===== src/sv/spfa_pkg.sv =====
// ----------------------------------------------------------------------------
// Swap pool frame allocator package
// Word types, table entry type, controller states and fixed constants.
// ----------------------------------------------------------------------------
package spfa_pkg;

   localparam int ASID_W       = 6;
   localparam int PAGE_W       = 5;
   localparam int INDEX_W      = 4;
   localparam int ADDR_W       = 32;
   localparam int FRAME_SHIFT  = 12;
   localparam logic [ADDR_W-1:0] POOL_BASE_RESET = 32'h2000_8000;

   typedef enum logic {
      FUNC_FAULT   = 1'b0,
      FUNC_RELEASE = 1'b1
   } func_type;

   typedef struct packed {
      func_type            func;
      logic [ASID_W-1:0]   asid;
      logic [PAGE_W-1:0]   page_number;
   } spfa_req_type;

   typedef struct packed {
      logic [INDEX_W-1:0]  frame_index;
      logic [ADDR_W-1:0]   frame_address;
      logic                evict_valid;
      logic [ASID_W-1:0]   evict_asid;
      logic [PAGE_W-1:0]   evict_page;
   } spfa_rsp_type;

   typedef struct packed {
      logic [ASID_W-1:0]   asid;
      logic [PAGE_W-1:0]   page;
   } owner_entry_type;

   typedef enum logic [2:0] {
      ST_IDLE,
      ST_SCAN,
      ST_FAULT_DONE,
      ST_RELEASE,
      ST_RELEASE_DONE
   } state_type;

   typedef struct packed {
      logic start;
      logic scan_step;
      logic pick_scan;
      logic pick_next;
      logic commit_fault;
      logic rel_step;
      logic commit_release;
   } spfa_cmd_type;

   typedef struct packed {
      logic free_hit;
      logic scan_last;
      logic rel_last;
      logic out_free;
   } spfa_status_type;

endpackage


===== src/sv/spfa_ctrl.sv =====
// ----------------------------------------------------------------------------
// Swap pool frame allocator controller
// Sequences the free-frame scan, the release sweep and the result hand-off.
// ----------------------------------------------------------------------------
module spfa_ctrl
   import spfa_pkg::*;
(
   input  logic            clock,
   input  logic            reset,
   input  logic            req_valid,
   input  func_type        req_func,
   output logic            req_stall,
   input  spfa_status_type status,
   output spfa_cmd_type    cmd
);

   state_type state_ff;
   state_type state_in;

   always_ff @(posedge clock) begin
      if (reset) begin
         state_ff <= ST_IDLE;
      end else begin
         state_ff <= state_in;
      end
   end

   always_comb begin
      state_in  = state_ff;
      cmd       = '0;
      req_stall = 1'b1;
      case (state_ff)
         ST_IDLE: begin
            req_stall = 1'b0;
            if (req_valid) begin
               cmd.start = 1'b1;
               state_in  = (req_func == FUNC_RELEASE) ? ST_RELEASE : ST_SCAN;
            end
         end
         ST_SCAN: begin
            if (status.free_hit) begin
               cmd.pick_scan = 1'b1;
               state_in      = ST_FAULT_DONE;
            end else if (status.scan_last) begin
               // Every frame is taken: the frame after the pointer is the victim.
               cmd.pick_next = 1'b1;
               state_in      = ST_FAULT_DONE;
            end else begin
               cmd.scan_step = 1'b1;
            end
         end
         ST_FAULT_DONE: begin
            if (status.out_free) begin
               cmd.commit_fault = 1'b1;
               state_in         = ST_IDLE;
            end
         end
         ST_RELEASE: begin
            cmd.rel_step = 1'b1;
            if (status.rel_last) begin
               state_in = ST_RELEASE_DONE;
            end
         end
         ST_RELEASE_DONE: begin
            if (status.out_free) begin
               cmd.commit_release = 1'b1;
               state_in           = ST_IDLE;
            end
         end
         default: begin
            state_in = ST_IDLE;
         end
      endcase
   end

endmodule


===== src/sv/spfa_datapath.sv =====
// ----------------------------------------------------------------------------
// Swap pool frame allocator datapath
// Owner table, valid flags, replacement pointer, scan and release counters.
// ----------------------------------------------------------------------------
module spfa_datapath
   import spfa_pkg::*;
#(
   parameter int POOL_FRAMES = 16
)
(
   input  logic              clock,
   input  logic              reset,
   input  spfa_req_type      req_data,
   input  logic              csr_write,
   input  logic [ADDR_W-1:0] csr_data,
   input  spfa_cmd_type      cmd,
   output spfa_status_type   status,
   output logic              rsp_valid,
   input  logic              rsp_stall,
   output spfa_rsp_type      rsp_data
);

   localparam int IDX_W = (POOL_FRAMES > 1) ? $clog2(POOL_FRAMES) : 1;
   localparam logic [IDX_W-1:0] LAST_IDX = IDX_W'(POOL_FRAMES - 1);

   function automatic logic [IDX_W-1:0] next_idx(input logic [IDX_W-1:0] x);
      next_idx = (x == LAST_IDX) ? '0 : x + 1'b1;
   endfunction

   owner_entry_type owner_mem [POOL_FRAMES];

   spfa_req_type      req_ff;
   logic [ADDR_W-1:0] pool_base_ff;
   logic [IDX_W-1:0]  ptr_ff,       ptr_in;
   logic [IDX_W-1:0]  scan_idx_ff,  scan_idx_in;
   logic [IDX_W-1:0]  scan_cnt_ff,  scan_cnt_in;
   logic [IDX_W-1:0]  chosen_ff,    chosen_in;
   logic [IDX_W-1:0]  rel_idx_ff,   rel_idx_in;
   logic [IDX_W-1:0]  rel_chk_idx_ff;
   logic              rel_chk_ff;
   logic [POOL_FRAMES-1:0] valid_ff, valid_in;
   owner_entry_type   rd_data_ff;
   logic [IDX_W-1:0]  rd_addr;
   logic              rsp_valid_ff, rsp_valid_in;
   spfa_rsp_type      rsp_ff,       rsp_in;
   logic [ADDR_W-1:0] idx_word;
   logic              rel_hit;

   assign status.free_hit  = !valid_ff[scan_idx_ff];
   assign status.scan_last = (scan_cnt_ff == LAST_IDX);
   assign status.rel_last  = (rel_idx_ff == LAST_IDX);
   assign status.out_free  = !rsp_valid_ff || !rsp_stall;

   assign rsp_valid = rsp_valid_ff;
   assign rsp_data  = rsp_ff;

   always_comb begin
      scan_idx_in = scan_idx_ff;
      scan_cnt_in = scan_cnt_ff;
      rel_idx_in  = rel_idx_ff;
      chosen_in   = chosen_ff;
      ptr_in      = ptr_ff;
      if (cmd.start) begin
         scan_idx_in = ptr_ff;
         scan_cnt_in = '0;
         rel_idx_in  = '0;
      end
      if (cmd.scan_step) begin
         scan_idx_in = next_idx(scan_idx_ff);
         scan_cnt_in = scan_cnt_ff + 1'b1;
      end
      if (cmd.rel_step) begin
         rel_idx_in = next_idx(rel_idx_ff);
      end
      if (cmd.pick_scan) begin
         chosen_in = scan_idx_ff;
      end else if (cmd.pick_next) begin
         chosen_in = next_idx(ptr_ff);
      end
      if (cmd.commit_fault) begin
         ptr_in = chosen_ff;
      end
   end

   // The table is read at the frame being picked, or at the sweep address.
   assign rd_addr = cmd.rel_step ? rel_idx_ff : chosen_in;

   // Release compare runs in the cycle after the sweep read.
   assign rel_hit = rel_chk_ff && valid_ff[rel_chk_idx_ff] &&
                    (rd_data_ff.asid == req_ff.asid);

   always_comb begin
      valid_in = valid_ff;
      if (cmd.commit_fault) begin
         valid_in[chosen_ff] = 1'b1;
      end else if (rel_hit) begin
         valid_in[rel_chk_idx_ff] = 1'b0;
      end
   end

   assign idx_word = ADDR_W'(chosen_ff);

   always_comb begin
      rsp_valid_in = rsp_valid_ff;
      rsp_in       = rsp_ff;
      if (cmd.commit_fault) begin
         rsp_valid_in         = 1'b1;
         rsp_in.frame_index   = idx_word[INDEX_W-1:0];
         rsp_in.frame_address = pool_base_ff + (idx_word << FRAME_SHIFT);
         rsp_in.evict_valid   = valid_ff[chosen_ff];
         rsp_in.evict_asid    = valid_ff[chosen_ff] ? rd_data_ff.asid : '0;
         rsp_in.evict_page    = valid_ff[chosen_ff] ? rd_data_ff.page : '0;
      end else if (cmd.commit_release) begin
         rsp_valid_in = 1'b1;
         rsp_in       = '0;
      end else if (!rsp_stall) begin
         rsp_valid_in = 1'b0;
      end
   end

   always_ff @(posedge clock) begin
      if (reset) begin
         pool_base_ff <= POOL_BASE_RESET;
         ptr_ff       <= '0;
         valid_ff     <= '0;
         rel_chk_ff   <= 1'b0;
         rsp_valid_ff <= 1'b0;
      end else begin
         if (csr_write) begin
            pool_base_ff <= csr_data;
         end
         ptr_ff       <= ptr_in;
         valid_ff     <= valid_in;
         rel_chk_ff   <= cmd.rel_step;
         rsp_valid_ff <= rsp_valid_in;
      end
   end

   always_ff @(posedge clock) begin
      if (cmd.start) begin
         req_ff <= req_data;
      end
      scan_idx_ff    <= scan_idx_in;
      scan_cnt_ff    <= scan_cnt_in;
      rel_idx_ff     <= rel_idx_in;
      chosen_ff      <= chosen_in;
      rel_chk_idx_ff <= rel_idx_ff;
      rsp_ff         <= rsp_in;
   end

   always_ff @(posedge clock) begin
      if (cmd.commit_fault) begin
         owner_mem[chosen_ff] <= '{asid: req_ff.asid, page: req_ff.page_number};
      end
      rd_data_ff <= owner_mem[rd_addr];
   end

endmodule


===== src/sv/swap_pool_frame_allocator_core.sv =====
// ----------------------------------------------------------------------------
// Swap pool frame allocator core
// A fault's free-frame scan checks one frame per cycle, starting at the
// replacement pointer. A release reads the owner table once per frame.
// One item is in work at a time; a new word is taken once the last one is
// committed, even while its result still waits. Synchronous reset frees
// every frame at once, clears the pointer and loads the default pool base.
// ----------------------------------------------------------------------------
module swap_pool_frame_allocator_core
   import spfa_pkg::*;
#(
   parameter int POOL_FRAMES = 16
)
(
   input  logic              clock,
   input  logic              reset,
   input  logic              req_valid,
   output logic              req_stall,
   input  spfa_req_type      req_data,
   output logic              rsp_valid,
   input  logic              rsp_stall,
   output spfa_rsp_type      rsp_data,
   input  logic              csr_valid,
   output logic              csr_ready,
   input  logic [ADDR_W-1:0] csr_data
);

   spfa_cmd_type    cmd;
   spfa_status_type status;

   assign csr_ready = 1'b1;

   spfa_ctrl u_ctrl (
      .clock     (clock),
      .reset     (reset),
      .req_valid (req_valid),
      .req_func  (req_data.func),
      .req_stall (req_stall),
      .status    (status),
      .cmd       (cmd)
   );

   spfa_datapath #(
      .POOL_FRAMES (POOL_FRAMES)
   ) u_datapath (
      .clock     (clock),
      .reset     (reset),
      .req_data  (req_data),
      .csr_write (csr_valid && csr_ready),
      .csr_data  (csr_data),
      .cmd       (cmd),
      .status    (status),
      .rsp_valid (rsp_valid),
      .rsp_stall (rsp_stall),
      .rsp_data  (rsp_data)
   );

endmodule

===== config.mk =====
export PLATFORM = sky130hd
export DESIGN_NAME = swap_pool_frame_allocator_core
export DESIGN_NICKNAME = d
export VERILOG_FILES = /design/src/sv/spfa_pkg.sv /design/src/sv/spfa_ctrl.sv /design/src/sv/spfa_datapath.sv /design/src/sv/swap_pool_frame_allocator_core.sv
export SDC_FILE = /design/constraint.sdc
export NUM_CORES = 1
export LEC_CHECK = 0
export BUFFER_PORTS_ARGS = -buffer_cell sky130_fd_sc_hd__buf_2
export CAP_MARGIN = 5
export CORE_AREA = 2 2 182 131
export DETAILED_ROUTE_END_ITERATION = 8
export DIE_AREA = 0 0 184 133
export GPL_TIMING_DRIVEN = 0
export HOLD_SLACK_MARGIN = 0.15
export PLACE_DENSITY = 0.78
export SLEW_MARGIN = 20
export SYNTH_ARGS = -nofsm -noshare
export SYNTH_HDL_FRONTEND = slang
export SYNTH_SLANG_ARGS = --single-unit

===== constraint.sdc =====
create_clock -name clock -period 4.9 [get_ports clock]
set_clock_uncertainty 0.05 [all_clocks]
set_input_delay 0.98 -clock clock [delete_from_list [all_inputs] [get_ports clock]]
set_output_delay 0.98 -clock clock [all_outputs]
set_load 0.1 [all_outputs]

======== Yosys cells after proc, flatten, opt, wreduce, memory -nomap -nowiden ========
Memories as Yosys holds them, arrays and structs flattened. A register that Yosys moved wholly into a read port is not among the register bits.
Cells that the tools add are included.
storage, ports and cells
  output and inout port bits .............. 51
  bits in writable memories ............... 176
  word-level logic and storage cells ...... 112
  memories kept ........................... 1
  bits of input ports ..................... 49
  register bits ........................... 136
cells by class
  $lt $le $gt $ge ......................... 5
  reduce and logical (&&, ||, !) cells .... 14
  eq/ne operators ......................... 14
  multiplexer cells ....................... 52
  bitwise logic cells ..................... 3
  add/subtract/negate cells ............... 5
memories
  memory                depth  width  rd ports  clocked after Yosys merged registers in  write ports  line                 text
  u_datapath.owner_mem  16     11     1         1                                        1            spfa_datapath.sv:30  owner_entry_type owner_mem [POOL_FRAMES];
operators with widths
  operator             count
  $mux 48              2
  $mux 4               11
  $add 32x16->32       1
  $mux 16              2
  $mux 1               22
  $mux 3               6
  $add 4x1->4 const B  4
  $and 16x16->16       1
  $eq 4x4->1 const B   4
  $not 16->16          1
  $or 16x16->16        1
  $lt 4x5->1 const B   3
  $bmux 1 s4           3
  $pmux 3 s4           1
  $demux 1 s4          2
  $ge 4x1->1 const B   2
  $reduce_bool 2->1    4
  $eq 3x2->1 const B   2
  $eq 6x6->1           1
  $mux 6               1
  $mux 5               1
  $logic_and 1x1->1    4
  $ne 2x2->1 const B   2
  $reduce_and 4->1     1
  10 further kinds     11

======== Depth between registers and ports, before layout ========
Gate-level depths: netlist of run 1.
  depth after elaboration ................. 8
  depth in mapped cells ................... 13
  mapped depth without buffers ............ 11

======== By module ========
From an unflattened synthesis of run 1, not the netlist that was laid out.
second synthesis, totals
  cells, all modules ...................... 835
  area, all modules ....................... 13013.7 um^2
modules (own cells, without submodules)
  module                          cells an instance  sequential area each (um^2)  area an instance (um^2)  times used
  spfa_datapath                   801                8878.5                       12722.2                  1
  spfa_ctrl                       32                 60.1                         280.3                    1
  swap_pool_frame_allocator_core  2                  0.0                          11.3                     1

======== Least setup slack after synthesis of run 1 ========
No wires, ideal clock.
  kind .................................... input port to flip-flop
  start ................................... input rsp_stall
  end ..................................... register u_datapath.rsp_ff (netlist bit u_datapath.rsp_data[0]) (enable)
  arrival time ............................ 3.348 ns
  setup time .............................. 0.470 ns
  required time ........................... 4.380 ns
  buffers on the path ..................... 0
  setup slack ............................. 1.032 ns
  cell stages on the path ................. 1
  cell sequence ........................... a21oi_1
on the way
  word-level cells in the longest chain between the ends .. 5
  elaborated cells between the ends (all ways) .. 6
  classes of those cells .................. mux: 3; reduce/logical: 3
ends and longest elaborated chain
  element                                 line                                  text
  from (decl)                             swap_pool_frame_allocator_core.sv:21  input logic rsp_stall,
  $logic_not 1->1 (*)                     spfa_datapath.sv:52                   assign status.out_free = !rsp_valid_ff || !rsp_stall;
  $logic_or 1x1->1 (*)                    spfa_datapath.sv:52
  $mux 1 (*)                              spfa_ctrl.sv:53, spfa_ctrl.sv:65
  $mux 1                                  spfa_ctrl.sv:32                       case (state_ff)
  $reduce_bool 2->1 (no source line) (*)  --
  to (signal assigned)                    spfa_datapath.sv:148                  rsp_ff <= rsp_in;
  to (decl)                               spfa_datapath.sv:45                   spfa_rsp_type rsp_ff, rsp_in;
Every way passes the cells marked *; elsewhere a longest branch is shown, timed or not.
A chain may end at the register's enable or synchronous reset.

======== Final worst setup path of run 1 ========
  start ................................... register u_datapath.scan_idx_ff[1]
  end ..................................... register, netlist name u_datapath.rd_data_ff[2]
on the way
  word-level cells in the longest chain between the ends .. 7
  elaborated cells between the ends (all ways) .. 8
  classes of those cells .................. mux: 8
ends and longest elaborated chain
  element                       line                  text
  from (decl)                   spfa_datapath.sv:35   logic [IDX_W-1:0] scan_idx_ff, scan_idx_in;
  from (signal assigned)        spfa_datapath.sv:143  scan_idx_ff <= scan_idx_in;
  $bmux 1 s4                    spfa_datapath.sv:49   assign status.free_hit = !valid_ff[scan_idx_ff];
  $mux 1 (not written as such)  spfa_datapath.sv:49
  $mux 1                        spfa_ctrl.sv:41       if (status.free_hit) begin
  $mux 3                        spfa_ctrl.sv:32
  $mux 4                        spfa_datapath.sv:77   end else if (cmd.pick_next) begin
  $mux 4 (*)                    spfa_datapath.sv:75   if (cmd.pick_scan) begin
  $mux 4 (*)                    spfa_datapath.sv:86   assign rd_addr = cmd.rel_step ? rel_idx_ff : chosen_in;
Every way passes the cells marked *; elsewhere a longest branch is shown, timed or not. The select of a mux whose other input is x is not followed.

==> flow_summary.ini, run 1 <==
[synth]
syn_area_per_cell_um2 = 14.3
ys_async_sr_fraction_pct = 0
synth_edf_count = 247
ys_top_cells_by_area = edfxtp_1, mux2i_1, dfxtp_1
synth_cell_types = 54
syn_area_mm2 = 0.0134
synth_seq_cells = 323
synth_top_area_share_pct = 55.4
synthCells = 939
ys_warn_count = 0
ys.flop_type = edfxtp_1
syn-num-nets = 997
ys_seq_area_share_pct = 66.7
yosysTopAreaCell = edfxtp_1

[die]
ios = 100
core_area_mm2 = 0.0229
die_x_um = 184
dieArea_mm2 = 0.0245
start_util_pct = 58.4
rows = 47
die_y_um = 133

[power]
power_frac_seq_pct = 43.5
pwr-share-comb_pct = 28.7
power_mw = 7.62
switchingPower_mw = 2.49
ir_worst_vdd_v = 0.000331
internal_power_mw = 5.13
leakage_nw = 5.72
p_per_area_mw_per_mm2 = 497
clkPwrFrac_pct = 27.8
p_sw_share_pct = 32.7

[timing]
holdWs_ns = 0.415
worst_slew_pin_slew_ns = 0.909
relSlewSlack_pct = 39.3
min_period_ns = 3.35
hold_violations = 0
fmax_mhz = 299
worst_slack_ns = 1.55
rsz0062_at_grt = false
fin_tns_setup_ns = 0
final_max_slew_viol_count = 0
final-setup-viol-count = 0
post-route-period-util_pct = 68.3

[worst_setup_path]
r2r_setup_slack_ns = 1.55
path_max_fanout = 10
path_buf_inv = 3
cp-startpoint = u_datapath.scan_idx_ff[1]
worstReg2RegStart = u_datapath.scan_idx_ff[1]
critical_path_class = reg2reg
cp_num_cells = 12
cpMostUsedCell = buf_4
end_kind = flip-flop
crit_chain = buf_2, nor2b_2, a221oi_4, o21bai_2, a21oi_2, nor2_1, o211ai_2, buf_4, buf_4, mux2i_1, a22oi_1, nand2_1
max_stage_delay_ns = 0.48
timing.rr.end = u_datapath.rd_data_ff[2]
critPathArrivalTime_ns = 3.77
cp-start-kind = flip-flop
worst_path_max_delay_cell = mux2i_1
crit_family = compound AO/OA/AOI/OAI gates
r2r_cells = 12
crit_required_ns = 5.33

[clock_network]
cts_setup_buffers = 0
path_clk_slew_ns = 0.06
cts_resized = 0
worstSkewPairLatency_ns = 0.55
cts_buffers = 30
cts_sinks = 323
cts_tree = built
cts.path.max_buffers = 3
holdBufCountCts = 0
cts-root-buf = clkbuf_16
htreeDepth = 1

[layout]
stdcell_area_mm2 = 0.0153
register_area_mm2 = 0.00894
layout_common_cells = edfxtp_1, mux2i_1, buf_2
insertedDiodeCount = 0
final_cells = 1393
post-route-util_pct = 66.8
area_growth_pct = 14.4
final_layout_size_suffix_gt1_share_pct = 18.7
fillers = 1642
fin_nets = 1135
mostFrequentLayoutCell = edfxtp_1
multi_input_area_mm2 = 0.00421

[grt]
grt_max_degree = 23
grt_pass1_wl_mm = 44.3
antenna_found_initial = 0
grt_pass1_vias = 7719
grt-ovfl-total = 0
grtUsageTotal_pct = 24.2

[worst_hold_path]
hold_path.class = reg2reg
min_from = u_datapath.rel_idx_ff[3]
worstHoldPathCells = 0
whs_endpoint = u_datapath.rel_chk_idx_ff[3]

[detailed_routing]
drc = 0
via_per_inst = 5.90
wl_per_cell_um = 21.2
drtIter0Drc = 837
dr.pass1.iters = 5
dr_total_vias = 8218
drtAntennaViolNets = 0
wirelength_mm = 29.5

[job]
drv_cap = 0

[place]
place.gp.congestion = 0.887
numPlacedInstances = 1339
pre_cts_ws_ns = 1.12
io_buffer_count = 96
dp_hpwl_mm = 20.4
post_dp_cell_area_mm2 = 0.0144

[run_status]
status = finished clean
==> worst reg2reg max path, delay by kind of cell (launching register included) <==
kind | cells | cell delay (ns)
AO/OA/AOI/OAI | 5 | 1.22
buffers and inverters | 3 | 0.73
multiplexers | 1 | 0.48
AND/OR/NAND/NOR | 3 | 0.41
flip-flops | 1 | 0.38
==> worst max-delay path by stage <==
| stage | endpoint | slack [ns] |
|---|---|---|
| floorplan | u_datapath.rsp_data[0] | 1.03 |
| global placement | u_datapath.rsp_data[0] | -0.18 |
| detailed placement | u_datapath.owner_mem[11][2] | 1.12 |
| CTS | u_datapath.rd_data_ff[2] | 1.59 |
| global route | u_datapath.rd_data_ff[2] | 1.38 |
| finish | u_datapath.rd_data_ff[2] | 1.55 |
==> state kept, by name, summed over array words and instances, names as in the netlist <==
signal                     flops
u_ctrl.state_ff                3
u_datapath.chosen_ff           4
u_datapath.owner_mem         176
u_datapath.pool_base_ff       32
u_datapath.ptr_ff              4
u_datapath.rd_data_ff         11
u_datapath.rel_chk_ff          1
u_datapath.rel_chk_idx_ff      4
u_datapath.rel_idx_ff          4
u_datapath.req_ff             11
u_datapath.rsp_data           48
u_datapath.rsp_valid           1
u_datapath.scan_cnt_ff         4
u_datapath.scan_idx_ff         4
u_datapath.valid_ff           16
==> Yosys cell counts (2+ instances only) <==
library cell	instances
nor2b_1	8
a22oi_1	22
a221oi_4	2
o21ai_0	13
a311oi_1	2
a21oi_1	20
nand3_1	12
buf_1	2
and2_1	18
mux4_2	12
a211oi_1	17
buf_2	10
o21ai_1	4
nor2_1	92
ha_1	8
and3_1	21
nand2b_1	4
nor3b_1	4
xnor2_1	10
a211o_1	2
a21o_1	6
or3_1	4
nand2_1	53
edfxtp_1	247
buf_6	7
mux2i_1	167
a31oi_1	4
clkbuf_1	24
nor3_1	15
buf_4	5
inv_1	14
xor2_1	12
nand4_1	2
dfxtp_1	76
==> power groups by stage <==
stage	Sequential, mW	Clock (mW)	Combinational [mW]
3_3_place_gp	3.36	0	2.08
6_report	3.31	2.12	2.19
5_1_grt	3.33	2.24	2.32
2_1_floorplan	3.54	0	1.37
4_1_cts	3.31	2.14	2.17
3_5_place_dp	3.37	0	2.15
==> layer usage <==
layer  GRT usage (%)  share of wire (%)
met1            38.6                 46
met3            5.73                 11
met4            4.93                1.9
met5               0                  0
met2            33.8                 42
==> layout make-up <==
type | instances | share of cell area [%]
Sequential cell | 323 | 58.3
Inverter | 14 | 0.343
Clock inverter | 12 | 0.327
Buffer | 48 | 1.72
Multi-Input combinational cell | 554 | 27.5
Clock buffer | 42 | 5.46
Tap cell | 294 | 2.40
Timing Repair Buffer | 106 | 3.94
==> cell families after synthesis <==
kind of cell    after synthesis  synth area share [%]
fa+ha+maj                     9                 0.897
other cells                   1                0.0280
buf+inv                      62                  2.36
compound gates              103                  5.69
xor+xnor                     22                  1.44
simple gates                240                  8.37
flops                       323                  66.7
mux                         179                  14.5
(Power assumes the default switching activity.)
==> run 2, diff against run 1 <==
Settings changed: CORE_AREA 2 2 182 131 to 2 2 192 137, DIE_AREA 0 0 184 133 to 0 0 194 139, PLACE_DENSITY 0.78 to 0.75.
Clock period 4.9 ns to 3 ns, I/O delays scaled along.
==> flow_summary.ini, run 2 (synthesized netlist as in run 1, its figures left out) <==
[run_status]
status = finished, violations left
violations = setup timing

[die]
rows = 49
ios = 100
dieArea_mm2 = 0.0270
die_y_um = 139
die_x_um = 194
start_util_pct = 53.0
core_area_mm2 = 0.0253

[timing]
final-setup-viol-count = 11
post-route-period-util_pct = 106
rsz0062_at_grt = true
fin_tns_setup_ns = -1.21
hold_violations = 0
worst_slew_pin_slew_ns = 0.904
fmax_mhz = 316
worst_slack_ns = -0.169
final_max_slew_viol_count = 0
relSlewSlack_pct = 39.6
min_period_ns = 3.17

[power]
p_per_area_mw_per_mm2 = 855
pwr-share-comb_pct = 34.9
internal_power_mw = 9.56
power_frac_seq_pct = 38.3
p_sw_share_pct = 32.6
leakage_nw = 6.09
power_mw = 14.2
ir_worst_vdd_v = 0.000564
switchingPower_mw = 4.62
clkPwrFrac_pct = 26.8

[layout]
final_layout_size_suffix_gt1_share_pct = 27.8
insertedDiodeCount = 0
register_area_mm2 = 0.00894
fin_nets = 1174
multi_input_area_mm2 = 0.00477
post-route-util_pct = 65.6
largest_register_ffs = 176
largest_register = u_datapath.owner_mem
mostFrequentLayoutCell = edfxtp_1
fillers = 1751
layout_common_cells = edfxtp_1, mux2i_1, buf_2
area_growth_pct = 23.7

[worst_setup_path]
path_buf_inv = 5
cp-start-kind = flip-flop
critPathArrivalTime_ns = 3.53
crit_required_ns = 3.36
max_stage_delay_ns = 0.41
worst_path_max_delay_cell = edfxtp_1
end_kind = flip-flop
crit_family = buffers and inverters
critical_path_class = reg2reg
crit_chain = buf_6, mux2i_4, a221oi_4, buf_4, o21ba_4, nor3_4, nor3_4, buf_12, buf_12, buf_12, mux2i_4, mux2i_4, a22oi_1, nand2_1
path_max_fanout = 7

[clock_network]
cts_tree = built
cts_buffers = 31
cts-root-buf = clkbuf_16
cts.path.max_buffers = 3
path_clk_slew_ns = 0.07
holdBufCountCts = 0
worstSkewPairLatency_ns = 0.56
htreeDepth = 1
cts_sinks = 323

[place]
dp_hpwl_mm = 21.2
place.gp.congestion = 0.900
io_buffer_count = 96

[grt]
grt-ovfl-total = 0
antenna_found_initial = 0
grtUsageTotal_pct = 22.9
grt_pass1_vias = 8152
grt_max_degree = 24
grt_pass1_wl_mm = 47.3

[detailed_routing]
dr.pass1.iters = 6
wl_per_cell_um = 22.1
via_per_inst = 5.83
drtAntennaViolNets = 0
drtIter0Drc = 930
wirelength_mm = 32.5
drc = 0
dr_total_vias = 8559

[job]
drv_cap = 0

[worst_hold_path]
hold_path.class = in2reg
[run 2: power by group through the flow]
stage	Sequential [mW]	Clock, mW	Combinational, mW
final	5.43	3.80	4.95
after CTS	5.41	3.84	4.04
after floorplan	5.78	0	2.24
after detailed placement	5.50	0	3.52
after global placement	5.49	0	3.41
after global routing	5.46	4.01	5.18
[run 2: cell type report]
| class | count | area share [%] |
|---|---|---|
| Buffer | 47 | 2.29 |
| Clock buffer | 42 | 5.05 |
| Clock inverter | 13 | 0.853 |
| Inverter | 14 | 0.317 |
| Multi-Input combinational cell | 554 | 28.8 |
| Sequential cell | 323 | 53.9 |
| Tap cell | 331 | 2.50 |
| Timing Repair Buffer | 145 | 6.27 |
[run 2: worst paths after layout]
path | startpoint | to | slack, ns | cells after the start
hold / removal | req_data[5] | u_datapath.req_ff[5] | 0.17 | 1
setup / recovery | u_datapath.scan_idx_ff[0] | u_datapath.rd_data_ff[3] | -0.17 | 14
setup reg to reg | u_datapath.scan_idx_ff[0] | u_datapath.rd_data_ff[3] | -0.17 | 14
hold reg to reg | u_datapath.rel_idx_ff[3] | u_datapath.rel_chk_idx_ff[3] | 0.41 | 0
[run 2: what timing repair did]
item                                   in CTS  in global routing
cloned                                      2                  5
setup endpoints to repair                 117                 62
pin swaps                                  17                 13
resized for setup                          59                 99
setup buffers                              19                 13
endpoints found under the hold margin       0                  0
[run 2: stage by stage]
stage / cells / setup slack (ns) / area, um^2 / hold slack (ns)
floorplan: 939 / -0.129 / 13400 / 0.349
global placement: 1366 / -1.08 / 14300 / 0.372
detailed placement: 1376 / -0.419 / 14500 / 0.393
CTS: 1452 / -0.0283 / 15900 / 0.151
global route: 1469 / -0.247 / 16600 / 0.152
finish: 1469 / -0.169 / 16600 / 0.167
[run 2: per-layer routing]
layer	GRT usage (%)	wire length (um)
met2	32.8	14100
met1	35.6	14200
met5	0	0
met4	5.34	704
met3	5.08	3490
[run 2: worst register-to-register path: stages, from the launching register on]
cell	delay [ns]
edfxtp_1	0.41
buf_6	0.17
mux2i_4	0.20
a221oi_4	0.40
buf_4	0.18
o21ba_4	0.18
nor3_4	0.06
nor3_4	0.22
buf_12	0.16
buf_12	0.15
buf_12	0.15
mux2i_4	0.26
mux2i_4	0.11
a22oi_1	0.19
nand2_1	0.14
==> run 3, diff against run 2 <==
==> constraint.sdc (replaced) <==
create_clock -name clock -period 3 [get_ports clock]
set_clock_uncertainty 0.05 [all_clocks]
set_input_delay 0.15 -clock clock [delete_from_list [all_inputs] [get_ports clock]]
set_output_delay 0.15 -clock clock [all_outputs]
set_load 0.1 [all_outputs]
==> flow_summary.ini, run 3 (synthesized netlist as in run 1, its figures left out) <==
[detailed_routing]
met2_wirelength_mm = 15.3
wl_per_cell_um = 22.6
dr_total_vias = 8828
highest_layer = met4
drc = 0
drtAntennaViolNets = 0
wirelength_met1_mm = 15.1
wirelength_mm = 34.5
via_per_inst = 5.79
dr.pass1.iters = 6
drtIter0Drc = 911
met3_length_mm = 3.27

[layout]
multi_input_area_mm2 = 0.00500
final_layout_size_suffix_gt1_share_pct = 29.1
insertedDiodeCount = 0
final_cells = 1525
layout_common_cells = edfxtp_1, mux2i_1, buf_2
register_area_mm2 = 0.00894
area_growth_pct = 30.1
largest_register = u_datapath.owner_mem
fillers = 1636
largest_register_ffs = 176
fin_nets = 1230
mostFrequentLayoutCell = edfxtp_1

[worst_setup_path]
cp-start-kind = flip-flop
r2r_setup_slack_ns = -0.19
path_max_fanout = 10
crit_required_ns = 3.36
max_stage_delay_ns = 0.41
critical_path_class = reg2reg
end_kind = flip-flop
worst_path_max_delay_cell = edfxtp_1
r2r_cells = 13
critPathArrivalTime_ns = 3.55
timing.rr.end = u_datapath.rd_data_ff[0]
crit_chain = buf_6, mux2i_4, a221oi_4, buf_6, a22oi_4, buf_4, a211oi_2, o21ai_2, a31o_1, and2_4, buf_4, a22oi_1, nand2_1
worstReg2RegStart = u_datapath.scan_idx_ff[0]

[place]
numPlacedInstances = 1376
dp_hpwl_mm = 21.2
place.gp.congestion = 0.900
pre_cts_ws_ns = -0.246
io_buffer_count = 96

[worst_hold_path]
whs_endpoint = u_datapath.req_ff[6]
hold_path.class = in2reg
min_from = req_data[6]
worstHoldPathCells = 2

[clock_network]
cts.path.max_buffers = 3
cts_tree = built
htreeDepth = 1
worstSkewPairLatency_ns = 0.56
path_clk_slew_ns = 0.07
cts-root-buf = clkbuf_16
cts_sinks = 323
cts_buffers = 31

[die]
die_x_um = 194
rows = 49
dieArea_mm2 = 0.0270
ios = 100
die_y_um = 139
core_area_mm2 = 0.0253
start_util_pct = 53.0

[timing]
relSlewSlack_pct = 39.6
worst_slew_pin_slew_ns = 0.905
min_period_ns = 3.19
final_max_slew_viol_count = 0
rsz0062_at_grt = true
worst_slack_ns = -0.194
final-setup-viol-count = 11
hold_violations = 0
post-route-period-util_pct = 106
fmax_mhz = 313

[grt]
antenna_found_initial = 0
grt_pass1_wl_mm = 48.7
grtUsageTotal_pct = 23.6
grt_pass1_vias = 8429
grt_max_degree = 24
grt-ovfl-total = 0

[power]
p_per_area_mw_per_mm2 = 844
leakage_nw = 6.35
ir_worst_vdd_v = 0.000613

[run_status]
violations = setup timing
status = finished, violations left

[job]
drv_cap = 0
run 3: changes by cell type in the layout (fill, tap and decap cells not counted), sizes merged:
cell,before,now
clkbuf,70,71
dlygate4sd3,0,54
buf,164,165
run 3: how the worst max path moves through the flow:
| stage | from | depth (start not counted) | to |
|---|---|---|---|
| global route | u_datapath.scan_idx_ff[0] | 13 | u_datapath.rd_data_ff[0] |
| global placement | u_ctrl.state_ff[1] | 6 | u_datapath.owner_mem[10][2] |
| CTS | u_datapath.scan_idx_ff[0] | 14 | u_datapath.rd_data_ff[4] |
| floorplan | u_datapath.rsp_valid | 5 | u_datapath.owner_mem[8][0] |
| finish | u_datapath.scan_idx_ff[0] | 13 | u_datapath.rd_data_ff[0] |
| detailed placement | u_ctrl.state_ff[1] | 7 | u_datapath.valid_ff[13] |
run 3: what timing repair did:
item,in CTS,in global routing
setup buffers,19,14
gates resized for setup,59,150
pin swaps,17,25
cloned,2,6
endpoints found under the setup margin,117,63
hold buffers,54,0
endpoints found under the hold margin,79,0
run 3: stage by stage:
stage               power, mW  setup TNS (ns)  hold slack (ns)  utilization (%)  area [um^2]
global route             15.1           -2.42            0.245             69.0        17400
floorplan                8.02           -6.24            0.199                -        13400
global placement         8.90         -103.34            0.276             56.6        14300
CTS                      13.4          -0.104            0.234             65.1        16500
detailed placement       9.03          -11.73            0.278             57.4        14500
finish                   14.7           -1.42            0.252             69.0        17400
run 3: critical path: cells and delay by family (launching register included):
family | cells | cell delay [ns]
AO/OA/AOI/OAI | 6 | 1.39
buffers and inverters | 4 | 0.67
flip-flops | 1 | 0.41
AND/OR/NAND/NOR | 2 | 0.32
multiplexers | 1 | 0.20
run 3: where the power goes:
part           internal, mW  switching, mW
combinational          2.49           2.95
clock                  2.20           1.63
sequential             5.18          0.252
total                  9.87           4.84
run 3: area by class of cell:
cell class	instances	area share (%)
Sequential cell	323	51.3
Multi-Input combinational cell	554	28.7
Timing Repair Buffer	201	9.44
Clock buffer	42	4.80
Tap cell	331	2.38
Buffer	47	2.31
Clock inverter	13	0.811
Inverter	14	0.301
run 3: routing by layer:
layer | up-vias | GRT usage [%]
li1 | 3976 | -
met5 | - | 0
met4 | 0 | 5.58
met2 | 438 | 34.3
met1 | 4339 | 36.2
met3 | 75 | 5.20
